<file path="config.mk">
export PLATFORM = sky130hd
export DESIGN_NAME = smmd3_mac
export DESIGN_NICKNAME = d
export VERILOG_FILES = /design/src/smmd3_pkg.sv /design/src/smmd3_mac.sv
export SDC_FILE = /design/constraint.sdc
export NUM_CORES = 1
export LEC_CHECK = 0
export ABC_CLOCK_PERIOD_IN_PS = 5080
export BUFFER_PORTS_ARGS = -buffer_cell sky130_fd_sc_hd__buf_2
export CAP_MARGIN = 10
export CORE_UTILIZATION = 36
export DETAILED_ROUTE_END_ITERATION = 8
export GPL_TIMING_DRIVEN = 0
export HOLD_SLACK_MARGIN = 0.06
export PLACE_DENSITY = 0.52
export SYNTH_ARGS = -nofsm -noshare
export SYNTH_HDL_FRONTEND = slang
export SYNTH_SLANG_ARGS = --single-unit
</file>
<file path="constraint.sdc">
create_clock -name clk -period 5.08 [get_ports clk]
set_clock_uncertainty 0.05 [all_clocks]
set_input_delay 1.524 -clock clk [delete_from_list [all_inputs] [get_ports clk]]
set_output_delay 1.524 -clock clk [all_outputs]
set_load 0.05 [all_outputs]
</file>
<file path="src/smmd3_pkg.sv">
// Package for the square matrix multiplier with 3x3 determinant.
// Holds the sizes, command and state codes and control structs that all modules share.
// No dependencies.
`default_nettype none

package smmd3_pkg;

    // Field widths fixed by the interface.
    localparam int DATA_W     = 32;
    localparam int POS_W      = 3;
    localparam int CMD_W      = 2;
    localparam int DIM_W      = 4;

    // Largest matrix held, and sizes derived from it.
    localparam int MAX_DIM    = 8;
    localparam int CNT_W      = $clog2(MAX_DIM);
    localparam int IDX_W      = $clog2(MAX_DIM * MAX_DIM);

    // Determinant support: a 3x3 corner of A.
    localparam int DET_DIM    = 3;
    localparam int DET_N      = DET_DIM * DET_DIM;
    localparam int DET_SLOT_W = $clog2(DET_N);

    // Configuration port.
    localparam int PADDR_W    = 3;
    localparam int PDATA_W    = 32;
    localparam int REG_DIMENSION = 0;
    localparam logic [DIM_W-1:0] DIM_RESET = 4'd1;

    typedef enum logic [CMD_W-1:0] {
        CMD_LOAD_A  = 2'd0,
        CMD_LOAD_B  = 2'd1,
        CMD_COMPUTE = 2'd2
    } cmd_t;

    typedef enum logic [2:0] {
        S_IDLE,
        S_DET_RD,
        S_DET_GO,
        S_DET_RUN,
        S_ISSUE,
        S_WAIT,
        S_EMIT
    } state_t;

    // Write port of the matrix store.
    typedef struct packed {
        logic              we_a;
        logic              we_b;
        logic [IDX_W-1:0]  addr;
        logic [DATA_W-1:0] data;
    } store_wr_t;

    // One multiply-accumulate step issued to the MAC pipeline.
    typedef struct packed {
        logic valid;
        logic first;
        logic last;
    } mac_ctl_t;

    // Capture and start control of the determinant unit.
    typedef struct packed {
        logic                  cap;
        logic [DET_SLOT_W-1:0] slot;
        logic                  start;
    } det_ctl_t;

    // Row-major index of a matrix entry.
    function automatic logic [IDX_W-1:0] mat_idx(input logic [POS_W-1:0] r,
                                                 input logic [POS_W-1:0] c);
        return IDX_W'(int'(r) * MAX_DIM + int'(c));
    endfunction

endpackage

`default_nettype wire

</file>
<file path="src/smmd3_mac.sv">
// Multiply-accumulate pipeline for one product element.
// Follows the store's read latency, registers the product, then accumulates. Uses smmd3_pkg.
`default_nettype none

module smmd3_mac (
    input  wire logic                         clk,
    input  wire logic                         rst_n,
    input  wire smmd3_pkg::mac_ctl_t          ctl,
    input  wire logic [smmd3_pkg::DATA_W-1:0] rdata_a,
    input  wire logic [smmd3_pkg::DATA_W-1:0] rdata_b,
    output logic      [smmd3_pkg::DATA_W-1:0] acc,
    output logic                              done
);
    import smmd3_pkg::*;

    mac_ctl_t          s1_reg;
    mac_ctl_t          s2_reg;
    logic [DATA_W-1:0] prod_reg;
    logic [DATA_W-1:0] acc_reg;
    logic [DATA_W-1:0] acc_next;
    logic              done_reg;

    // Stage tags follow the read data and the product down the pipe.
    always_ff @(posedge clk or negedge rst_n)
    begin
        if (!rst_n)
        begin
            s1_reg   <= '0;
            s2_reg   <= '0;
            done_reg <= 1'b0;
        end
        else
        begin
            s1_reg   <= ctl;
            s2_reg   <= s1_reg;
            done_reg <= s2_reg.valid && s2_reg.last;
        end
    end

    // The first term of an element restarts the sum; the sum wraps at 32 bits.
    always_comb
    begin
        acc_next = s2_reg.first ? prod_reg : acc_reg + prod_reg;
    end

    always_ff @(posedge clk)
    begin
        if (s1_reg.valid)
        begin
            prod_reg <= rdata_a * rdata_b;
        end
        if (s2_reg.valid)
        begin
            acc_reg <= acc_next;
        end
    end

    assign acc  = acc_reg;
    assign done = done_reg;

endmodule

`default_nettype wire

</file>
* Word level (Yosys, flattened, before mapping)
Cells that the tools add are included.
Word-level totals: bits of input ports 69, output and inout port bits 33, register bits after elaboration 71, logic and storage cells 13
Operators by class: multipliers 1, muxes and demuxes 1, reduce and logical (&&, ||, !) cells 1, add/sub/neg operators 1
Operators by type and width (number):
- $add 32x32->32 | 1
- $mul 32x32->32 | 1
- $mux 32 | 1
- $logic_and 1x1->1 | 1

* Longest topological paths before layout
depth after elaboration 2, mapped depth 28, mapped depth without buffers 26

* Worst setup path before layout
Ideal clock, no wire load.
path kind input -> register, from input rdata_b[2] (netlist name), to register prod_reg[31], data pin, library setup time 0.260 ns, arrival time 7.808 ns, data required time 4.770 ns, cell stages on the path 24, slack -3.038 ns, path buffers 2, cell sequence clkbuf_1 clkbuf_1 and2_1 fa_1 inv_1 fa_1 fa_1 fa_1 inv_1 fa_1 inv_1 fa_1 inv_1 fa_1 fa_1 ha_1 and4_1 and3_1 a211o_1 o31a_1 nand4_1 o21ai_1 o22ai_1 xnor2_1
On the way: longest elaborated chain between the ends 1
RTL lines:
- from (decl) | RTL line smmd3_mac.sv:10 | input wire logic [smmd3_pkg::DATA_W-1:0] rdata_b,
- $mul 32x32->32 | RTL line smmd3_mac.sv:50 | prod_reg <= rdata_a * rdata_b;
- to (signal assigned) | RTL line smmd3_mac.sv:50
- to (decl) | RTL line smmd3_mac.sv:18 | logic [DATA_W-1:0] prod_reg;
Every way passes these cells. A chain may end at the register's enable or synchronous reset.

* Final worst setup path
Same ends and word-level chain as after synthesis.

==> impl_metrics.env <==
export IMPL_worst_pin_slew_ps=1020
export IMPL_slew_violations=0
export IMPL_portBuffers=93
export IMPL_fmax_ghz=0.125
export IMPL_die_width_um=235
export IMPL_crit_path_max_incr_delay_ps=600
export IMPL_avgSynthCellArea_um2=9.37
export IMPL_violations="negative setup slack"
export IMPL_synthFlopType="edfxtp_1"
export IMPL_synth_common_cells="fa_1 (409), inv_1 (406), nand2_1 (312)"
export IMPL_cts_buffers=9
export IMPL_drt_iter0_markers=758
export IMPL_synth_nets=2721
export IMPL_fin_ws_ps=-2910
export IMPL_worst_setup_path_end_kind="flip-flop"
export IMPL_hold_path_end="s2_reg[1]"
export IMPL_final_antenna_net_count=0
export IMPL_wire_per_inst_um=21.5
export IMPL_final_nets=2864
export IMPL_place_gp_congestion=0.937
export IMPL_hp_start="s1_reg[1]"
export IMPL_cpMostUsedCell="fa_1"
export IMPL_cts_tree="yes"
export IMPL_start_util=0.364
export IMPL_dp_slack_ps=-4290
export IMPL_viasPerCell=5.00
export IMPL_cp_max_fo=6
export IMPL_syn_inst=2089
export IMPL_setup_viol=25
export IMPL_grt_first_pass_wirelength_um=96500
export IMPL_crit_chain="buf_8 > clkbuf_16 > and2_4 > fa_1 > inv_2 > fa_1 > fa_1 > fa_1 > inv_1 > fa_1 > inv_1 > fa_1 > inv_1 > fa_1 > fa_1 > ha_4 > and4_4 > and3_4 > a211o_4 > o31a_1 > nand4_1 > o21ai_2 > o22ai_2 > xnor2_2"
export IMPL_worst_r2r_path_depth=13
export IMPL_crit_required_ps=5110
export IMPL_synth_area_top_cells="fa_1 (42%), ha_1 (9.8%), edfxtp_1 (9.8%)"
export IMPL_max_slew_margin_rel=0.318
export IMPL_core_area_mm2=0.0537
export IMPL_drive_gt1_frac=0.156
export IMPL_cts_sinks=71
export IMPL_timing_rr_end="acc[30]"
export IMPL_drc=0
export IMPL_post_route_period_util=1.57
export IMPL_clk_pin_slew_ps=60
export IMPL_period_needed_ps=7990
export IMPL_async_reset_ff_frac=0.0986
export IMPL_ff2ff_setup_slack_ps=1690
export IMPL_status="finished with violations"
export IMPL_track_usage=0.235
export IMPL_fin_hold_ws_ps=298
export IMPL_synth_top_cell_area_share=0.418
export IMPL_grt_max_degree=24
export IMPL_syn_to_final_growth_pct=18.5
export IMPL_antenna_found_initial=3
export IMPL_yosysSeqAreaShare=0.107
export IMPL_route_vias_total=14700
export IMPL_crit_type="primary input to flip-flop"
export IMPL_worstPathArrival_ps=8020
export IMPL_grt_pass1_vias=16000
export IMPL_yosysUniqueCellTypes=59
export IMPL_timing_final_hold_violations=0
export IMPL_ys_warn_count=0
export IMPL_critPathSlowestCell="fa_1"
export IMPL_reg2reg_from="acc[0]"
export IMPL_die_area_mm2=0.0553
export IMPL_fp_dieH_um=235
export IMPL_start_kind="primary input"
export IMPL_critical_path_buf_inv_count=6
export IMPL_netlist_area_mm2=0.0196
export IMPL_first_pass_iters=6
export IMPL_nFillCells=5262
export IMPL_grt_overflow=0
export IMPL_wirelength_um=63100
export IMPL_clockBufferDepth=2
export IMPL_path_delay_family="adder cells"
export IMPL_synth_top_area_cell="fa_1"
export IMPL_clk_latency_ps=350
export IMPL_root_buffer="clkbuf_16"
export IMPL_grt_setup_unrepaired="true"
export IMPL_holdCritPathClass="flip-flop to flip-flop"
export IMPL_drv_cap=0
export IMPL_ioPinCount=102
export IMPL_whs_path_depth=0
export IMPL_cts_htree_levels=3
export IMPL_synth_edf_count=64
export IMPL_row_count=85
export IMPL_synth_most_common_cell="fa_1"
export IMPL_place_hpwl_um=52000
export IMPL_cts_hold_buffers=0
export IMPL_ys_seq_elements=71
-- layout by cell type (no fill, tap or decap), types with 5 or more instances in the layout --
cell,n
ha_4,30
o31ai_1,7
a21oi_2,14
ha_2,5
inv_1,397
o21ai_1,9
a21o_1,23
clkbuf_16,30
clkbuf_2,13
nand2b_1,10
nor2_1,26
buf_2,76
nor3_1,7
dfrtp_1,7
nand2_1,310
fa_1,396
and2_1,265
o21bai_1,7
nand3_1,8
a21oi_1,27
buf_8,5
fa_2,13
buf_6,20
xnor2_1,68
and3_1,5
ha_1,119
inv_2,9
clkbuf_8,16
xnor2_2,9
and2_4,9
xor2_1,31
clkbuf_4,9
o21a_1,15
clkbuf_1,20
o21ai_0,33
edfxtp_1,64
buf_4,43
o21ai_2,5
-- worst max path at each step --
stage / start / to / slack, ps / depth (start not counted)
global placement: rdata_a[7] / prod_reg[30] / -4170 / 26
finish: rdata_b[2] / prod_reg[31] / -2910 / 24
global route: rdata_b[2] / prod_reg[31] / -3100 / 26
CTS: rdata_b[4] / prod_reg[29] / -2880 / 26
floorplan: rdata_b[4] / prod_reg[31] / -2680 / 24
detailed placement: rdata_b[5] / prod_reg[31] / -4290 / 24
-- routing by layer --
| metal | vias to the layer above | part of all wire | track usage |
|---|---|---|---|
| li1 | 6594 | - | - |
| met1 | 7488 | 0.41 | 0.298 |
| met2 | 462 | 0.48 | 0.399 |
| met3 | 133 | 0.049 | 0.0286 |
| met4 | 0 | 0.052 | 0.112 |
| met5 | - | 0 | 0 |
-- kinds of logic (layout without fill, tap and decap cells) --
| family | after synthesis | after routing | synth area share |
|---|---|---|---|
| AND/OR/NAND/NOR | 666 | 666 | 0.169 |
| adder cells (fa/ha/maj) | 563 | 563 | 0.517 |
| buffers and inverters | 500 | 648 | 0.0963 |
| AO/OA/AOI/OAI | 175 | 175 | 0.0591 |
| XOR/XNOR | 110 | 110 | 0.0492 |
| flip-flops | 71 | 71 | 0.107 |
| multiplexers | 4 | 4 | 0.00224 |
| other | 0 | 2 | 0 |
-- layout make-up --
type                       instances  area, um2  share of cell area
clock inverter                     5       58.8             0.00254
tap                              696        871              0.0376
antenna                            2       5.00            0.000216
clock buffer                      11        233              0.0100
buffer                            88       1040              0.0449
sequential                        71       2100              0.0904
timing repair buffer             138       1020              0.0441
multi-input combinational       1518      16300               0.705
inverter                         406       1520              0.0657
-- stage by stage --
step	util	cell area, um2	std cells	setup TNS, ps
2_1_floorplan	-	19900	2089	-49490
3_3_place_gp	0.395	21200	2878	-76550
3_5_place_dp	0.396	21300	2880	-76990
4_1_cts	0.428	23000	2925	-51310
5_1_grt	0.432	23200	2933	-56130
6_report	0.432	23200	2935	-52260
-- what timing repair did --
item	in CTS	in global routing
setup endpoints to repair	27	26
pin swaps	89	82
gates resized for setup	256	54
setup buffers	35	11
gates cloned	0	0
Power is left out: the tool's default activity adds up to more than one toggle a clock period on the data nets, which glitch-free logic cannot reach.
