==> src/smmd3_pkg.sv <==
// Package for the square matrix multiplier with 3x3 determinant.
// Holds the sizes, command and state codes and control structs that all modules share.
// No dependencies.
`default_nettype none

package smmd3_pkg;

    // Field widths fixed by the interface.
    localparam int DATA_W     = 32;
    localparam int POS_W      = 3;
    localparam int CMD_W      = 2;
    localparam int DIM_W      = 4;

    // Largest matrix held, and sizes derived from it.
    localparam int MAX_DIM    = 8;
    localparam int CNT_W      = $clog2(MAX_DIM);
    localparam int IDX_W      = $clog2(MAX_DIM * MAX_DIM);

    // Determinant support: a 3x3 corner of A.
    localparam int DET_DIM    = 3;
    localparam int DET_N      = DET_DIM * DET_DIM;
    localparam int DET_SLOT_W = $clog2(DET_N);

    // Configuration port.
    localparam int PADDR_W    = 3;
    localparam int PDATA_W    = 32;
    localparam int REG_DIMENSION = 0;
    localparam logic [DIM_W-1:0] DIM_RESET = 4'd1;

    typedef enum logic [CMD_W-1:0] {
        CMD_LOAD_A  = 2'd0,
        CMD_LOAD_B  = 2'd1,
        CMD_COMPUTE = 2'd2
    } cmd_t;

    typedef enum logic [2:0] {
        S_IDLE,
        S_DET_RD,
        S_DET_GO,
        S_DET_RUN,
        S_ISSUE,
        S_WAIT,
        S_EMIT
    } state_t;

    // Write port of the matrix store.
    typedef struct packed {
        logic              we_a;
        logic              we_b;
        logic [IDX_W-1:0]  addr;
        logic [DATA_W-1:0] data;
    } store_wr_t;

    // One multiply-accumulate step issued to the MAC pipeline.
    typedef struct packed {
        logic valid;
        logic first;
        logic last;
    } mac_ctl_t;

    // Capture and start control of the determinant unit.
    typedef struct packed {
        logic                  cap;
        logic [DET_SLOT_W-1:0] slot;
        logic                  start;
    } det_ctl_t;

    // Row-major index of a matrix entry.
    function automatic logic [IDX_W-1:0] mat_idx(input logic [POS_W-1:0] r,
                                                 input logic [POS_W-1:0] c);
        return IDX_W'(int'(r) * MAX_DIM + int'(c));
    endfunction

endpackage

`default_nettype wire

==> src/smmd3_store.sv <==
// Matrix store: two synchronous memories holding A and B, row-major.
// One write port shared by both, one registered read port each. Uses smmd3_pkg.
`default_nettype none

module smmd3_store (
    input  wire logic                       clk,
    input  wire smmd3_pkg::store_wr_t       wr,
    input  wire logic [smmd3_pkg::IDX_W-1:0]  raddr_a,
    input  wire logic [smmd3_pkg::IDX_W-1:0]  raddr_b,
    output logic      [smmd3_pkg::DATA_W-1:0] rdata_a,
    output logic      [smmd3_pkg::DATA_W-1:0] rdata_b
);
    import smmd3_pkg::*;

    logic [DATA_W-1:0] mem_a [MAX_DIM*MAX_DIM];
    logic [DATA_W-1:0] mem_b [MAX_DIM*MAX_DIM];

    // Matrix A: write, then registered read.
    always_ff @(posedge clk)
    begin
        if (wr.we_a)
        begin
            mem_a[wr.addr] <= wr.data;
        end
        rdata_a <= mem_a[raddr_a];
    end

    // Matrix B: write, then registered read.
    always_ff @(posedge clk)
    begin
        if (wr.we_b)
        begin
            mem_b[wr.addr] <= wr.data;
        end
        rdata_b <= mem_b[raddr_b];
    end

endmodule

`default_nettype wire

==> config.mk <==
export PLATFORM = sky130hd
export DESIGN_NAME = smmd3_store
export DESIGN_NICKNAME = d
export VERILOG_FILES = /design/src/smmd3_pkg.sv /design/src/smmd3_store.sv
export SDC_FILE = /design/constraint.sdc
export NUM_CORES = 2
export LEC_CHECK = 0
export BUFFER_PORTS_ARGS = -buffer_cell sky130_fd_sc_hd__buf_4
export CAP_MARGIN = 25
export CELL_PAD_IN_SITES_DETAIL_PLACEMENT = 0
export CELL_PAD_IN_SITES_GLOBAL_PLACEMENT = 1
export CORE_MARGIN = 10
export CORE_UTILIZATION = 30
export DETAILED_ROUTE_END_ITERATION = 6
export PLACE_DENSITY = 0.59
export SYNTH_ARGS = -nofsm -noshare
export SYNTH_HDL_FRONTEND = slang
export SYNTH_SLANG_ARGS = --single-unit
==> constraint.sdc <==
create_clock -name clk -period 3.85 [get_ports clk]
set_clock_uncertainty 0.05 [all_clocks]
set_input_delay 0.385 -clock clk [delete_from_list [all_inputs] [get_ports clk]]
set_output_delay 0.385 -clock clk [all_outputs]
set_load 0.02 [all_outputs]
=== Word-level counts from Yosys, hierarchy flattened ===
Memories as Yosys holds them, arrays and structs flattened. A register that Yosys moved wholly into a read port is not among the register bits.
Index checks and enable logic that the tools add are counted.
W data, S select, Z words.

* Register bits after elaboration: 0
* RAM bits: 4096
* Bits of input ports: 53
* Output and inout port bits: 64
* Logic and storage cells: 6
* Memories kept: 2

* Mux-type cells: 4

{| class="wikitable"
|+ Memories
! name !! words !! bits a word !! rd ports !! clocked after Yosys merged registers in !! write ports !! RTL line !! text
|-
| mem_a || 64 || 32 || 1 || 1 || 1 || smmd3_store.sv:15 || <nowiki>logic [DATA_W-1:0] mem_a [MAX_DIM*MAX_DIM];</nowiki>
|-
| mem_b || 64 || 32 || 1 || 1 || 1 || smmd3_store.sv:16 || <nowiki>logic [DATA_W-1:0] mem_b [MAX_DIM*MAX_DIM];</nowiki>
|}

{| class="wikitable"
|+ Operator list
! operator !! number
|-
| $mux W1 || 4
|}

=== Depth between registers and ports, before layout ===
* Depth after elaboration: 2
* Gate-level depth with buffers: 9
* Depth with buffers taken out: 5

=== Least setup slack after synthesis ===
No wires, ideal clock.

* Path kind: input to register
* Start: in wr[34] (netlist bit)
* End: mem mem_b[52][0], enable pin
* Setup time: 421 ps
* Data arrival time: 2841 ps
* Data required time: 3379 ps
* Setup slack: 538 ps
* Stages: 6
* Path buffers: 2
* Cells stage by stage: clkbuf_1 > or3b_2 > clkbuf_1 > inv_1 > nand2_1 > nor2_1

{| class="wikitable"
|+ RTL lines
! element !! RTL line !! text
|-
| from (decl) || smmd3_store.sv:7 || <nowiki>input wire smmd3_pkg::store_wr_t wr,</nowiki>
|-
| to (decl) || smmd3_store.sv:16 ||
|}

No word-level cell before the write port.

==> PnR_summary.wiki <==
{| class="wikitable"
! Metric !! Value
|-
| Run status || complete, no violations
|-
| Cells after Synth || 6821
|-
| Num ports || 117
|-
| Data arrival time at the worst-slack endpoint || 4.13 ns
|-
| Number of DRC violations after detailed-routing iteration 0 || 8488
|-
| Synth-to-Final Area Change || 17.3%
|-
| Met2 usage in global routing || 26.6%
|-
| GRT met3 Usage || 2.21%
|-
| Max-slew violations || 0
|-
| DRT antenna net count || 0
|-
| Met1 capacity usage during global routing || 20.8%
|-
| Die H || 746 um
|-
| Starting density of the core || 30.1%
|-
| Maximum number of pins on one net before global-route repair || 129
|-
| Post-layout nets || 7500
|-
| Number of vias per cell after detailed routing || 5.11
|-
| Clock transition time at the flip-flop clock pins of the worst setup and hold paths || 0.06 ns
|-
| Final Instance Count excl. Fillers || 14.8k
|-
| DP Cell Count || 14.0k
|-
| # fillers || 47.8k
|-
| Placer's final routability congestion estimate || 0.766
|-
| Sinks on Clock Net || 4160
|-
| Count of vias placed by the detailed router || 75.5k
|-
| Number of hold-slack violations in the final timing report || 0
|-
| Kind of launch point of the worst setup path || primary input
|-
| Overall power of the completed layout || 0.0951 W
|-
| Area share of the largest cell type after synthesis || 77.8%
|-
| Sequential share of the synthesized area || 78.7%
|-
| Synth cell types || 53
|-
| Post-Syn Area || 158000 um2
|-
| Number of warnings printed during yosys synthesis || 0
|-
| Mapped Nets || 6874
|-
| Area inside the core boundary || 525000 um2
|-
| Max Cap Viol || 0
|-
| Routed wire length || 449 mm
|-
| Post-synthesis sequential element count || 4160
|-
| Period Utilization, post-route || 84.6%
|-
| Worst Reg-to-Reg Cells || 4
|-
| Horizontal die dimension || 746 um
|-
| Total global-route track usage || 15.6%
|-
| Unrepaired setup endpoints after global routing || no
|-
| Proportion of synthesized flip-flops having asynchronous set or reset || 0%
|-
| Critical Path Fanout Max || 33
|-
| Cell types with the largest area share after synthesis || sky130_fd_sc_hd__edfxtp_1 78%, sky130_fd_sc_hd__mux4_2 15%, sky130_fd_sc_hd__mux2i_1 2.0%, sky130_fd_sc_hd__dfxtp_1 0.81%, sky130_fd_sc_hd__a22oi_1 0.57%
|-
| Clock latency of the later-clocked register in the worst-skew pair || 0.99 ns
|-
| Mean Syn Cell Area || 23.2 um2
|-
| Tightest Pin Transition || 1.12 ns
|-
| EDFF count, synth || 4096
|-
| Top flip-flop cell by instance count after synthesis || sky130_fd_sc_hd__edfxtp_1
|-
| Worst IR Drop VDD || 0.000369 V
|-
| Yosys top cell by area || sky130_fd_sc_hd__edfxtp_1
|-
| Number of H-tree branching levels || 5
|-
| Half-perimeter wire length of the detailed placement result || 258 mm
|-
| Final sum of negative setup slack || 0 ns
|-
| Final setup violation count || 0
|-
| Worst min-delay path class || primary input to flop
|-
| Critical Path RT || 4.72 ns
|-
| Fin crit period || 3.26 ns
|-
| Cell area power density || 513 nW/um2
|-
| Total CTS buffers || 393
|-
| Cell at the root of the clock tree || sky130_fd_sc_hd__clkbuf_16
|-
| Vias in the first global route || 77.2k
|-
| Buffers from clock root to sink, at most || 4
|-
| Endpoint kind of the worst setup timing path || flop
|-
| Kind of critical path || primary input to flop
|-
| Drc violations || 0
|-
| Initial antenna violation count || 43
|-
| Number of buffers inserted by post-CTS setup repair || 0
|-
| Total Die Area || 556000 um2
|-
| TritonCTS clock tree || done
|-
| Fraction of final layout cells with drive strength greater than 1 || 30.4%
|-
| Instance count along the most critical hold path || 1
|-
| PortBufs || 116
|-
| Row count || 266
|-
| Most Used Layer, Global Route || met2
|-
| Worst max-slew margin expressed relative to the limit || 24.5%
|-
| Per-cell routed wire length || 30.4 um
|-
| Leakage power of the design || 57.5 nW
|-
| Number of detailed-route iterations in the first pass || 7
|-
| Grt ovf || 0
|-
| Peak Freq || 307 MHz
|-
| First-pass GRT wire length || 623 mm
|}
[synth_stat cells, types with 4 or more instances]
cell type	n
sky130_fd_sc_hd__buf_4	58
sky130_fd_sc_hd__or3_1	5
sky130_fd_sc_hd__nand3_1	25
sky130_fd_sc_hd__mux4_2	1019
sky130_fd_sc_hd__a311o_1	4
sky130_fd_sc_hd__clkbuf_1	142
sky130_fd_sc_hd__mux2_2	51
sky130_fd_sc_hd__buf_2	133
sky130_fd_sc_hd__o311ai_0	4
sky130_fd_sc_hd__o211ai_1	52
sky130_fd_sc_hd__nor3_1	23
sky130_fd_sc_hd__nand4_1	25
sky130_fd_sc_hd__a21oi_1	42
sky130_fd_sc_hd__a22oi_1	121
sky130_fd_sc_hd__nand3b_1	9
sky130_fd_sc_hd__a2111oi_0	4
sky130_fd_sc_hd__o31a_1	4
sky130_fd_sc_hd__nor2b_1	37
sky130_fd_sc_hd__o22ai_1	62
sky130_fd_sc_hd__nand2b_1	7
sky130_fd_sc_hd__nor2_1	158
sky130_fd_sc_hd__buf_6	13
sky130_fd_sc_hd__a211oi_1	27
sky130_fd_sc_hd__inv_1	15
sky130_fd_sc_hd__a32oi_1	18
sky130_fd_sc_hd__o2bb2a_1	19
sky130_fd_sc_hd__buf_1	30
sky130_fd_sc_hd__edfxtp_1	4096
sky130_fd_sc_hd__mux2i_1	322
sky130_fd_sc_hd__a211oi_2	4
sky130_fd_sc_hd__nand2_1	192
sky130_fd_sc_hd__dfxtp_1	64
[cell usage in the layout (no fill, tap or decap), drive strengths merged, types with 34 or more instances in the layout]
cell,n
a21oi,42
a22oi,121
buf,573
bufinv,46
clkbuf,494
clkinv,147
dfxtp,64
dlygate4sd3,34
edfxtp,4096
mux2,51
mux2i,322
mux4,1019
nand2,192
nor2,158
nor2b,37
o211ai,52
o22ai,62
[final cells by class]
cell class / count / area (um2) / area share [%]
repair buffers: 607 / 6480 / 3.50
diodes: 13 / 32.5 / 0.0176
clock buffers: 494 / 10500 / 5.67
flip-flops and latches: 4160 / 124000 / 67.1
well taps: 6968 / 8720 / 4.71
multi-input cells: 2270 / 32800 / 17.7
clock inverters: 225 / 2450 / 1.32
inverters: 15 / 56.3 / 0.0304
[what timing repair did]
item / in CTS / in global routing
endpoints found under the hold margin: 796 / 47
gates resized for setup: 0 / 0
hold buffers: 32 / 2
[cell families (layout without fill, tap and decap cells)]
| group | Yosys count | in the layout | share of synthesized area (%) |
|---|---|---|---|
| flops | 4160 | 4160 | 78.7 |
| buf+inv | 391 | 1341 | 1.23 |
| compound gates | 378 | 378 | 1.75 |
| mux | 1392 | 1392 | 16.9 |
| other cells | 0 | 13 | 0 |
| simple gates | 500 | 500 | 1.43 |
[worst max-delay path, cell delays in order]
cell and delay (ns):
sky130_fd_sc_hd__dlygate4sd3_1 0.54, sky130_fd_sc_hd__buf_4 0.56, sky130_fd_sc_hd__and4bb_2 0.44, sky130_fd_sc_hd__buf_4 0.25, sky130_fd_sc_hd__a22oi_1 0.27, sky130_fd_sc_hd__nand4_1 0.37, sky130_fd_sc_hd__nor3_1 0.97, sky130_fd_sc_hd__o2bb2a_1 0.29
[path summary, 6_finish.rpt]
path,start,endpoint,slack (ns)
worst max-delay path,raddr_b[4],rdata_b[22]$_DFF_P_,0.59
worst min-delay path,wr[15],mem_a[1][15]$_DFFE_PP_,0.05
worst max register to register,mem_a[15][23]$_DFFE_PP_,rdata_a[23]$_DFF_P_,1.31
worst min register to register,mem_a[17][10]$_DFFE_PP_,rdata_a[10]$_DFF_P_,0.76
[registers in the layout (all words and copies together), names as in the netlist]
signal,count
mem_b,2048
mem_a,2048
rdata_b,32
rdata_a,32
[stage by stage]
stage	util [%]	hold slack [ns]	setup slack, ns	instance area, um2
floorplan	-	0.434	0.538	158000
global placement	32.7	0.763	0.149	172000
detailed placement	32.7	0.763	0.215	172000
CTS	35.3	0.0240	0.771	185000
global route	35.3	0.0626	0.629	185000
finish	35.3	0.0540	0.593	185000
[power breakdown]
group	switching [W]	internal [W]	total, W
logic	0.00336	0.00197	0.00533
clock network	0.0169	0.0225	0.0394
registers	0.000280	0.0501	0.0504
total	0.0206	0.0745	0.0951
[metal layers]
metal | share of wire (%) | routed length [um] | vias up
met2 | 50 | 225000 | 2809
met5 | 0.016 | 73 | -
met1 | 41 | 183000 | 41700
met4 | 2.8 | 12700 | 10
li1 | - | - | 30300
met3 | 6.1 | 27600 | 553
Power figures use the tool's default switching activity.
