## src/smmd3_pkg.sv

```systemverilog
// Package for the square matrix multiplier with 3x3 determinant.
// Holds the sizes, command and state codes and control structs that all modules share.
// No dependencies.
`default_nettype none

package smmd3_pkg;

    // Field widths fixed by the interface.
    localparam int DATA_W     = 32;
    localparam int POS_W      = 3;
    localparam int CMD_W      = 2;
    localparam int DIM_W      = 4;

    // Largest matrix held, and sizes derived from it.
    localparam int MAX_DIM    = 8;
    localparam int CNT_W      = $clog2(MAX_DIM);
    localparam int IDX_W      = $clog2(MAX_DIM * MAX_DIM);

    // Determinant support: a 3x3 corner of A.
    localparam int DET_DIM    = 3;
    localparam int DET_N      = DET_DIM * DET_DIM;
    localparam int DET_SLOT_W = $clog2(DET_N);

    // Configuration port.
    localparam int PADDR_W    = 3;
    localparam int PDATA_W    = 32;
    localparam int REG_DIMENSION = 0;
    localparam logic [DIM_W-1:0] DIM_RESET = 4'd1;

    typedef enum logic [CMD_W-1:0] {
        CMD_LOAD_A  = 2'd0,
        CMD_LOAD_B  = 2'd1,
        CMD_COMPUTE = 2'd2
    } cmd_t;

    typedef enum logic [2:0] {
        S_IDLE,
        S_DET_RD,
        S_DET_GO,
        S_DET_RUN,
        S_ISSUE,
        S_WAIT,
        S_EMIT
    } state_t;

    // Write port of the matrix store.
    typedef struct packed {
        logic              we_a;
        logic              we_b;
        logic [IDX_W-1:0]  addr;
        logic [DATA_W-1:0] data;
    } store_wr_t;

    // One multiply-accumulate step issued to the MAC pipeline.
    typedef struct packed {
        logic valid;
        logic first;
        logic last;
    } mac_ctl_t;

    // Capture and start control of the determinant unit.
    typedef struct packed {
        logic                  cap;
        logic [DET_SLOT_W-1:0] slot;
        logic                  start;
    } det_ctl_t;

    // Row-major index of a matrix entry.
    function automatic logic [IDX_W-1:0] mat_idx(input logic [POS_W-1:0] r,
                                                 input logic [POS_W-1:0] c);
        return IDX_W'(int'(r) * MAX_DIM + int'(c));
    endfunction

endpackage

`default_nettype wire

```

## src/smmd3_det.sv

```systemverilog
// Determinant unit: cofactor expansion of a captured 3x3 corner of A.
// One shared multiplier, nine products, each a multiply phase and a fold phase. Uses smmd3_pkg.
`default_nettype none

module smmd3_det (
    input  wire logic                         clk,
    input  wire logic                         rst_n,
    input  wire smmd3_pkg::det_ctl_t          ctl,
    input  wire logic [smmd3_pkg::DATA_W-1:0] rdata_a,
    output logic      [smmd3_pkg::DATA_W-1:0] det,
    output logic                              busy
);
    import smmd3_pkg::*;

    typedef enum logic [2:0] {
        OP_MINOR_SET,
        OP_MINOR_SUB,
        OP_DET_SET,
        OP_DET_SUB,
        OP_DET_ADD
    } det_op_t;

    localparam logic [DET_SLOT_W-1:0] LAST_STEP = DET_SLOT_W'(DET_N - 1);

    logic [DATA_W-1:0]     a_reg [DET_N];
    logic [DATA_W-1:0]     prod_reg;
    logic [DATA_W-1:0]     minor_reg;
    logic [DATA_W-1:0]     det_reg;
    logic [DET_SLOT_W-1:0] step_reg;
    logic                  phase_reg;
    logic                  busy_reg;
    logic [DATA_W-1:0]     op_x;
    logic [DATA_W-1:0]     op_y;
    det_op_t               op;

    // Capture the corner entries as they arrive from the store.
    always_ff @(posedge clk)
    begin
        if (ctl.cap)
        begin
            a_reg[ctl.slot] <= rdata_a;
        end
    end

    // Operand schedule: two products form a minor, the third weighs it.
    // Slot numbering is row times three plus column.
    always_comb
    begin
        op_x = a_reg[4];
        op_y = a_reg[8];
        op   = OP_MINOR_SET;
        case (step_reg)
            4'd0:
            begin
                op_x = a_reg[4]; op_y = a_reg[8]; op = OP_MINOR_SET;
            end
            4'd1:
            begin
                op_x = a_reg[5]; op_y = a_reg[7]; op = OP_MINOR_SUB;
            end
            4'd2:
            begin
                op_x = a_reg[0]; op_y = minor_reg; op = OP_DET_SET;
            end
            4'd3:
            begin
                op_x = a_reg[3]; op_y = a_reg[8]; op = OP_MINOR_SET;
            end
            4'd4:
            begin
                op_x = a_reg[5]; op_y = a_reg[6]; op = OP_MINOR_SUB;
            end
            4'd5:
            begin
                op_x = a_reg[1]; op_y = minor_reg; op = OP_DET_SUB;
            end
            4'd6:
            begin
                op_x = a_reg[3]; op_y = a_reg[7]; op = OP_MINOR_SET;
            end
            4'd7:
            begin
                op_x = a_reg[4]; op_y = a_reg[6]; op = OP_MINOR_SUB;
            end
            4'd8:
            begin
                op_x = a_reg[2]; op_y = minor_reg; op = OP_DET_ADD;
            end
            default:
            begin
                op_x = a_reg[4]; op_y = a_reg[8]; op = OP_MINOR_SET;
            end
        endcase
    end

    // Sequencer: multiply in phase zero, fold the product in phase one.
    always_ff @(posedge clk or negedge rst_n)
    begin
        if (!rst_n)
        begin
            busy_reg  <= 1'b0;
            phase_reg <= 1'b0;
            step_reg  <= '0;
        end
        else if (ctl.start)
        begin
            busy_reg  <= 1'b1;
            phase_reg <= 1'b0;
            step_reg  <= '0;
        end
        else if (busy_reg)
        begin
            phase_reg <= !phase_reg;
            if (phase_reg)
            begin
                if (step_reg == LAST_STEP)
                begin
                    busy_reg <= 1'b0;
                end
                else
                begin
                    step_reg <= step_reg + 1'b1;
                end
            end
        end
    end

    // Datapath: products and sums wrap at 32 bits.
    always_ff @(posedge clk)
    begin
        if (busy_reg && !phase_reg)
        begin
            prod_reg <= op_x * op_y;
        end
        if (busy_reg && phase_reg)
        begin
            case (op)
                OP_MINOR_SET: minor_reg <= prod_reg;
                OP_MINOR_SUB: minor_reg <= minor_reg - prod_reg;
                OP_DET_SET:   det_reg   <= prod_reg;
                OP_DET_SUB:   det_reg   <= det_reg - prod_reg;
                OP_DET_ADD:   det_reg   <= det_reg + prod_reg;
                default:      det_reg   <= det_reg;
            endcase
        end
    end

    assign det  = det_reg;
    assign busy = busy_reg;

endmodule

`default_nettype wire

```

## config.mk

```make
export PLATFORM = sky130hd
export DESIGN_NAME = smmd3_det
export DESIGN_NICKNAME = d
export VERILOG_FILES = /design/src/smmd3_pkg.sv /design/src/smmd3_det.sv
export SDC_FILE = /design/constraint.sdc
export NUM_CORES = 2
export LEC_CHECK = 0
export BUFFER_PORTS_ARGS = -buffer_cell sky130_fd_sc_hd__buf_2
export CORE_ASPECT_RATIO = 1.5
export CORE_UTILIZATION = 55
export DETAILED_ROUTE_END_ITERATION = 16
export GPL_TIMING_DRIVEN = 0
export PLACE_DENSITY = 0.74
export SLEW_MARGIN = 30
export SYNTH_ARGS = -nofsm -noshare
export SYNTH_HDL_FRONTEND = slang
export SYNTH_SLANG_ARGS = --single-unit
```

## constraint.sdc

```tcl
create_clock -name clk -period 9.1 [get_ports clk]
set_clock_uncertainty 0.1 [all_clocks]
set_input_delay 0.91 -clock clk [delete_from_list [all_inputs] [get_ports clk]]
set_output_delay 0.91 -clock clk [all_outputs]
set_load 0.03 [all_outputs]
```

; ---- Yosys cells after proc, flatten, opt, wreduce, memory -nomap -nowiden
; Memories as Yosys holds them, arrays and structs flattened.
; Index checks and enable logic that the tools add are counted.
[totals]
ram_bits = 288
ff_bits = 102
wordCells = 59
inputBits = 40
n_memories = 1
latchBits = 0
output_inout_bits = 33
romBits = 0
[mem_list]
columns = memory, depth, width, read_ports, rd_clocked_by_memory_dff, wr, line_no
row1 = a_reg, 9, 32, 9, 0, 1, smmd3_det.sv:25  ; logic [DATA_W-1:0] a_reg [DET_N];
[op_classes]
reduce_logical = 17
bitwise = 0
n_mul = 1
muxes = 17
shifts = 0
n_div = 0
magnitude_cmp = 0
n_addsub = 4
eq_ne = 13
[ops]
columns = op, count
row1 = 32-bit one-hot mux with 3 select lines, 2
row2 = 32-bit one-hot mux with 5 select lines, 1
row3 = 32-bit one-hot mux with 2 select lines, 1
row4 = 32-bit subtractor, 2
row5 = 32-bit adder, 1
row6 = 32-bit by 32-bit multiplier with 32-bit output, 1
row7 = 4-bit by 3-bit equality test with 1-bit output (second input constant), 4
row8 = 4-bit 2-to-1 mux, 4
row9 = 3-bit one-hot mux with 4 select lines, 1
row10 = 4-bit by 2-bit equality test with 1-bit output (second input constant), 2
row11 = 1-bit 2-to-1 mux, 8
row12 = 2-bit OR reduction, 4
row13 = 3-bit by 2-bit equality test with 1-bit output (second input constant), 2
row14 = 2-bit nonzero test, 3
row15 = 3-bit OR reduction, 2
row16 = 4-bit by 1-bit adder with 4-bit output (second input constant), 1
row17 = 4-bit by 1-bit equality test with 1-bit output (second input constant), 1
row18 = 4-bit equality test (second input constant), 1
row19 = 2-bit AND reduction, 2
row20 = 3-bit by 1-bit equality test with 1-bit output (second input constant), 1
row21 = 3-bit equality test (second input constant), 1
row22 = 3-bit zero test, 1
row23 = 3-bit AND reduction, 1
row24 = 3-bit nonzero test, 1
row25 = 3 further kinds, 4

; ---- Depth between registers and ports, before layout
[depth]
depth_word = 6
ltp_mapped = 38
mapped_depth_nobuf = 34

; ---- Least setup slack after synthesis
; No wires, ideal clock.
[synth_path]
path_type = reg2reg
start = register step_reg[0]
end = register prod_reg[31] (data pin)
setup_slack_ns = -0.508
arrival_time_ns = 9.249
required_time_ns = 8.740
n_path_buf = 6
synth_period_minus_slack_ns = 9.608
path_stages_with_launch = 36
setup_time_ns = 0.260
cell_sequence = dfrtp_1 inv_1 ha_1 and3b_1 buf_6 or3_1 buf_6 buf_6 buf_2 clkbuf_1 a221oi_1 clkbuf_1 nor2_1 fa_1 inv_1 fa_1 fa_1 fa_1 inv_1 fa_1 inv_1 fa_1 inv_1 fa_1 fa_1 ha_1 a21o_1 a21oi_1 nor2b_1 a311o_1 a21o_1 a311o_1 a21o_1 a21oi_1 o21ai_0 xnor2_1
[synth_via]
elab_chain_cells = 4
word_cells_on_any_way = 16
classes_between = mul (1) / eq/ne (8) / mux (2) / reduce/logical (5)
[synth_rtl]
columns = element, line_no
row1 = "start, declared", smmd3_det.sv:29  ; logic [DET_SLOT_W-1:0] step_reg;
row2 = "start signal, assigned", smmd3_det.sv:122  ; step_reg <= step_reg + 1'b1;
row3 = 4-bit by 3-bit equality test with 1-bit output (tied with other cells), smmd3_det.sv:52  ; case (step_reg)
row4 = 2-bit OR reduction (no line) / 3-bit OR reduction (equally long branches), n/a
row5 = 32-bit one-hot mux with 5 select lines / 32-bit one-hot mux with 3 select lines (equally long branches), smmd3_det.sv:52
row6 = 32-bit by 32-bit multiplier with 32-bit output (*), smmd3_det.sv:133  ; prod_reg <= op_x * op_y;
row7 = "end signal, assigned", smmd3_det.sv:133
row8 = "end, declared", smmd3_det.sv:26  ; logic [DATA_W-1:0] prod_reg;
; Mark *: on every way between the ends. The rest lies on a longest branch, timed or not.
; A chain may end at the register's enable or synchronous reset.

; ---- Final worst setup path
[layout_path]
start = register step_reg[3]
end = register prod_reg[31] (data pin)
; Same word-level chain as after synthesis.

==> results <==
- The total grt overflow is 0.
- TritonCTS built the clock tree.
- Setup repair after global routing could not meet its margin everywhere.
- The number of flip-flops under the largest register name is 288.
- The starting utilization of the core area is 55.9%.
- The largest net degree at the start of global routing is 22.
- After synthesis the netlist holds a flip-flop and latch count of 390.
- The number of cells on the worst reg-to-reg path is 32.
- In this run the tightest slew margin relative to its limit is 35.5%.
- The residual antenna-violating net count after detailed routing is 0.
- The most used flip-flop cell after synthesis is sky130_fd_sc_hd__edfxtp_1.
- The core box area is 60100 um^2.
- Each instance of the synthesized netlist takes up on average 10.6 um^2.
- For this design the top-level I/O count stands at 73.
- The worst register-to-register path ends at prod_reg[31]$_DFFE_PP_.
- Of the synthesized area, sequential elements account for 34.8%.
- The delay contributed by the slowest stage of the critical path is 0.61 ns.
- The tree is rooted in a sky130_fd_sc_hd__clkbuf_16.
- The chip width is 204 um.
- The flow ran to the end, but the final reports show violations.
- After layout, the worst path uses 103% of the clock period.
- The startpoint class of the critical path is a flip-flop.
- The number of buffers between clock root and the deepest sink is 3.
- The cell count after synthesis is 3175.
- Max-cap violations in this run came to 0.
- TritonCTS created 40 clock buffers.
- The area growth from synthesis to layout is 16.0%.
- The actual slew at the worst max-slew pin is 0.967 ns.
- The minimum setup slack in the final design is -0.283 ns.
- The initial antenna violation count was 7.
- The number of design rule violations left after detail routing is 0.
- The area enclosed by the die boundary is 62100 um^2.
- Dividing the detail-routed via count by the number of cells gives 6.09.
- Measured along the y axis, the die boundary spans 305 um.
- The total count of max-transition violations in the final report is 0.
- Yosys printed 0 warnings.
- The most common cell after layout, fill and taps aside is sky130_fd_sc_hd__inv_1.
- The share of cells above drive strength 1 is 14.9%.
- The critical path is of the flip-flop to flip-flop type.
- The smallest clock period supported by the final layout is computed as 9.38 ns.
- Of all flip-flops after synthesis, the portion carrying an async set or reset was 1.54%.
- The wire length of the first global-routing pass is 163000 um.
- The layout has 4613 filler cells.
- The number of global-route vias before repair is 26900.
- The cell area that synthesis handed to floorplanning was 33600 um^2.
- Setup violations remaining at the end of the flow were counted as 4.
- The final wirelength is 110000 um.
- The number of hold buffers added after cts is 0.
- The worst setup path is captured at a flip-flop.
- The timing-limited maximum frequency is 107 MHz.
- The worst reg2reg path startpoint is step_reg[3]$_DFFE_PN0P_.
- In this run, synthesis inferred 384 flip-flops with an integrated enable.
- The class of the tightest hold or removal check is input port to asynchronous set/reset pin.
- Routability-driven placement finished with a final weighted congestion of 1.03.
- After the first detailed-routing iteration, the DRC count stood at 2314.
- The number of input and output port buffers inserted is 72.
- The routed length per placed instance is 26.1 um.
- At the worst endpoint, the arrival time is 9.63 ns.
- The final reports fail on negative setup slack.
- After clock tree synthesis, the clock-pin slew on the worst setup and hold paths is 0.07 ns.
- The critical-path maximum fanout is 10.
- In this run, distinct cell masters in the synthesized netlist total 74.
- The share of the core filled with cells in the final layout is 64.8%.
- Data on the critical path is required at its endpoint by 9.35 ns.
- In this run the number of H-tree levels came out at 2.
- Detailed routing inserted a total of 25700 vias.
- Setup total negative slack on the finished layout was measured at -0.726 ns.
- Across all register-to-register paths, the minimum setup slack is -0.28 ns.
- The post-synthesis net count is 3815.
- The most used cell along the critical path is sky130_fd_sc_hd__fa_1.
- The number of clock sinks is 390.
- The global-route usage over all layers is 36.3%.
- The number of iterations in the first detailed-routing pass is 8.
- On the critical path, the stage with the largest delay is an instance of sky130_fd_sc_hd__fa_1.
- The number of endpoints with negative hold slack in the final report is 0.
- The net total in the final layout is 4043.
- For the worst-skew pair, the clock arrives at the later sink with an insertion delay of 0.62 ns.
- The post-detailed-placement half-perimeter wirelength is 84600 um.
- In the layout the commonest cells are 495 x sky130_fd_sc_hd__inv_1, 404 x sky130_fd_sc_hd__fa_1, 384 x sky130_fd_sc_hd__edfxtp_1.
- The floorplan has 110 rows.
[synthesized netlist by cell type (7+ instances only)]
cell	number	area (um^2)
sky130_fd_sc_hd__clkbuf_1	92	345
sky130_fd_sc_hd__a222oi_1	17	170
sky130_fd_sc_hd__a21o_1	57	428
sky130_fd_sc_hd__nand2_1	326	1220
sky130_fd_sc_hd__a22oi_1	36	270
sky130_fd_sc_hd__a22o_1	33	289
sky130_fd_sc_hd__a221o_1	26	260
sky130_fd_sc_hd__a211oi_1	8	60.1
sky130_fd_sc_hd__buf_1	10	37.5
sky130_fd_sc_hd__a21oi_1	103	515
sky130_fd_sc_hd__and2_1	10	62.6
sky130_fd_sc_hd__nor3_1	27	135
sky130_fd_sc_hd__a211o_1	9	78.8
sky130_fd_sc_hd__xor2_1	39	342
sky130_fd_sc_hd__o21bai_1	12	90.1
sky130_fd_sc_hd__inv_1	503	1890
sky130_fd_sc_hd__fa_1	410	8210
sky130_fd_sc_hd__o21ai_0	92	460
sky130_fd_sc_hd__ha_1	190	2380
sky130_fd_sc_hd__or3_1	7	43.8
sky130_fd_sc_hd__o21a_1	17	128
sky130_fd_sc_hd__a221oi_1	19	166
sky130_fd_sc_hd__o31ai_1	16	120
sky130_fd_sc_hd__nand3_1	23	115
sky130_fd_sc_hd__or2_2	11	68.8
sky130_fd_sc_hd__nand4_1	9	56.3
sky130_fd_sc_hd__xnor2_1	126	1100
sky130_fd_sc_hd__nand2b_1	48	300
sky130_fd_sc_hd__a31oi_1	10	62.6
sky130_fd_sc_hd__nor2b_1	13	81.3
sky130_fd_sc_hd__buf_2	18	90.1
sky130_fd_sc_hd__nor2_1	366	1370
sky130_fd_sc_hd__and3_1	16	100
sky130_fd_sc_hd__edfxtp_1	384	11500
[metrics by stage]
| step | hold slack, ns | area [um^2] | worst slack (ns) | instances |
|---|---|---|---|---|
| finish | 0.0143 | 39000 | -0.283 | 4220 |
| CTS | 0.00906 | 38400 | -0.210 | 4189 |
| floorplan | 0.443 | 33700 | 0.0106 | 3175 |
| global placement | 0.448 | 35100 | -3.06 | 4031 |
| detailed placement | 0.469 | 35700 | -3.06 | 4062 |
| global route | 0.0124 | 39000 | -0.425 | 4218 |
[critical path: cells and delay by family, from the launching register on]
kind                     cells  cell delay, ns
adder cells (fa/ha/maj)      9            3.77
buffers and inverters        7            1.23
AND/OR/NAND/NOR              2            0.41
XOR/XNOR                     1            0.20
AO/OA/AOI/OAI               13            2.98
flip-flops                   1            0.42
[cells by family after synthesis]
group	after synthesis	share of synthesized area [%]
simple gates	874	11.0
xor+xnor	170	4.60
mux	3	0.0894
buf+inv	627	7.15
flops	390	34.8
compound gates	511	10.9
fa+ha+maj	600	31.5
[repair_timing]
action / in CTS / in global routing
gates resized for setup: 237 / 100
setup buffers: 62 / 29
pin swaps: 62 / 52
setup endpoints to repair: 22 / 11
gates cloned: 1 / 0
[final cells by class]
cell class                 count  area, um^2  area share, %
sequential                   390       11700           30.0
timing repair buffer         196        1580           4.07
multi-input combinational   2158       20500           52.7
buffer                       114         937           2.41
antenna                        2        5.00         0.0128
clock buffer                  46        1020           2.63
tap                          784         981           2.52
inverter                     503        1890           4.86
clock inverter                27         328          0.841
[worst max-delay path by stage]
stage | from | to | slack, ns | cells after the start
after CTS | step_reg[1]$_DFFE_PN0P_ | prod_reg[31]$_DFFE_PP_ | -0.21 | 37
after floorplan | step_reg[0]$_DFFE_PN0P_ | prod_reg[30]$_DFFE_PP_ | 0.01 | 34
after global routing | step_reg[3]$_DFFE_PN0P_ | prod_reg[31]$_DFFE_PP_ | -0.43 | 33
after global placement | step_reg[1]$_DFFE_PN0P_ | prod_reg[30]$_DFFE_PP_ | -3.06 | 32
final | step_reg[3]$_DFFE_PN0P_ | prod_reg[31]$_DFFE_PP_ | -0.28 | 32
after detailed placement | step_reg[1]$_DFFE_PN0P_ | prod_reg[30]$_DFFE_PP_ | -3.06 | 36
[per-layer routing]
layer  part of all wire, %  up-vias  GRT usage (%)
li1                      -    11000              -
met1                    33    12800           39.6
met2                    48     1391           60.0
met3                   9.1      502           8.24
met4                   9.9        4           29.9
met5                 0.024        -              0
Power is left out: the tool's default activity adds up to more than one toggle a clock period on the data nets, which glitch-free logic cannot reach.
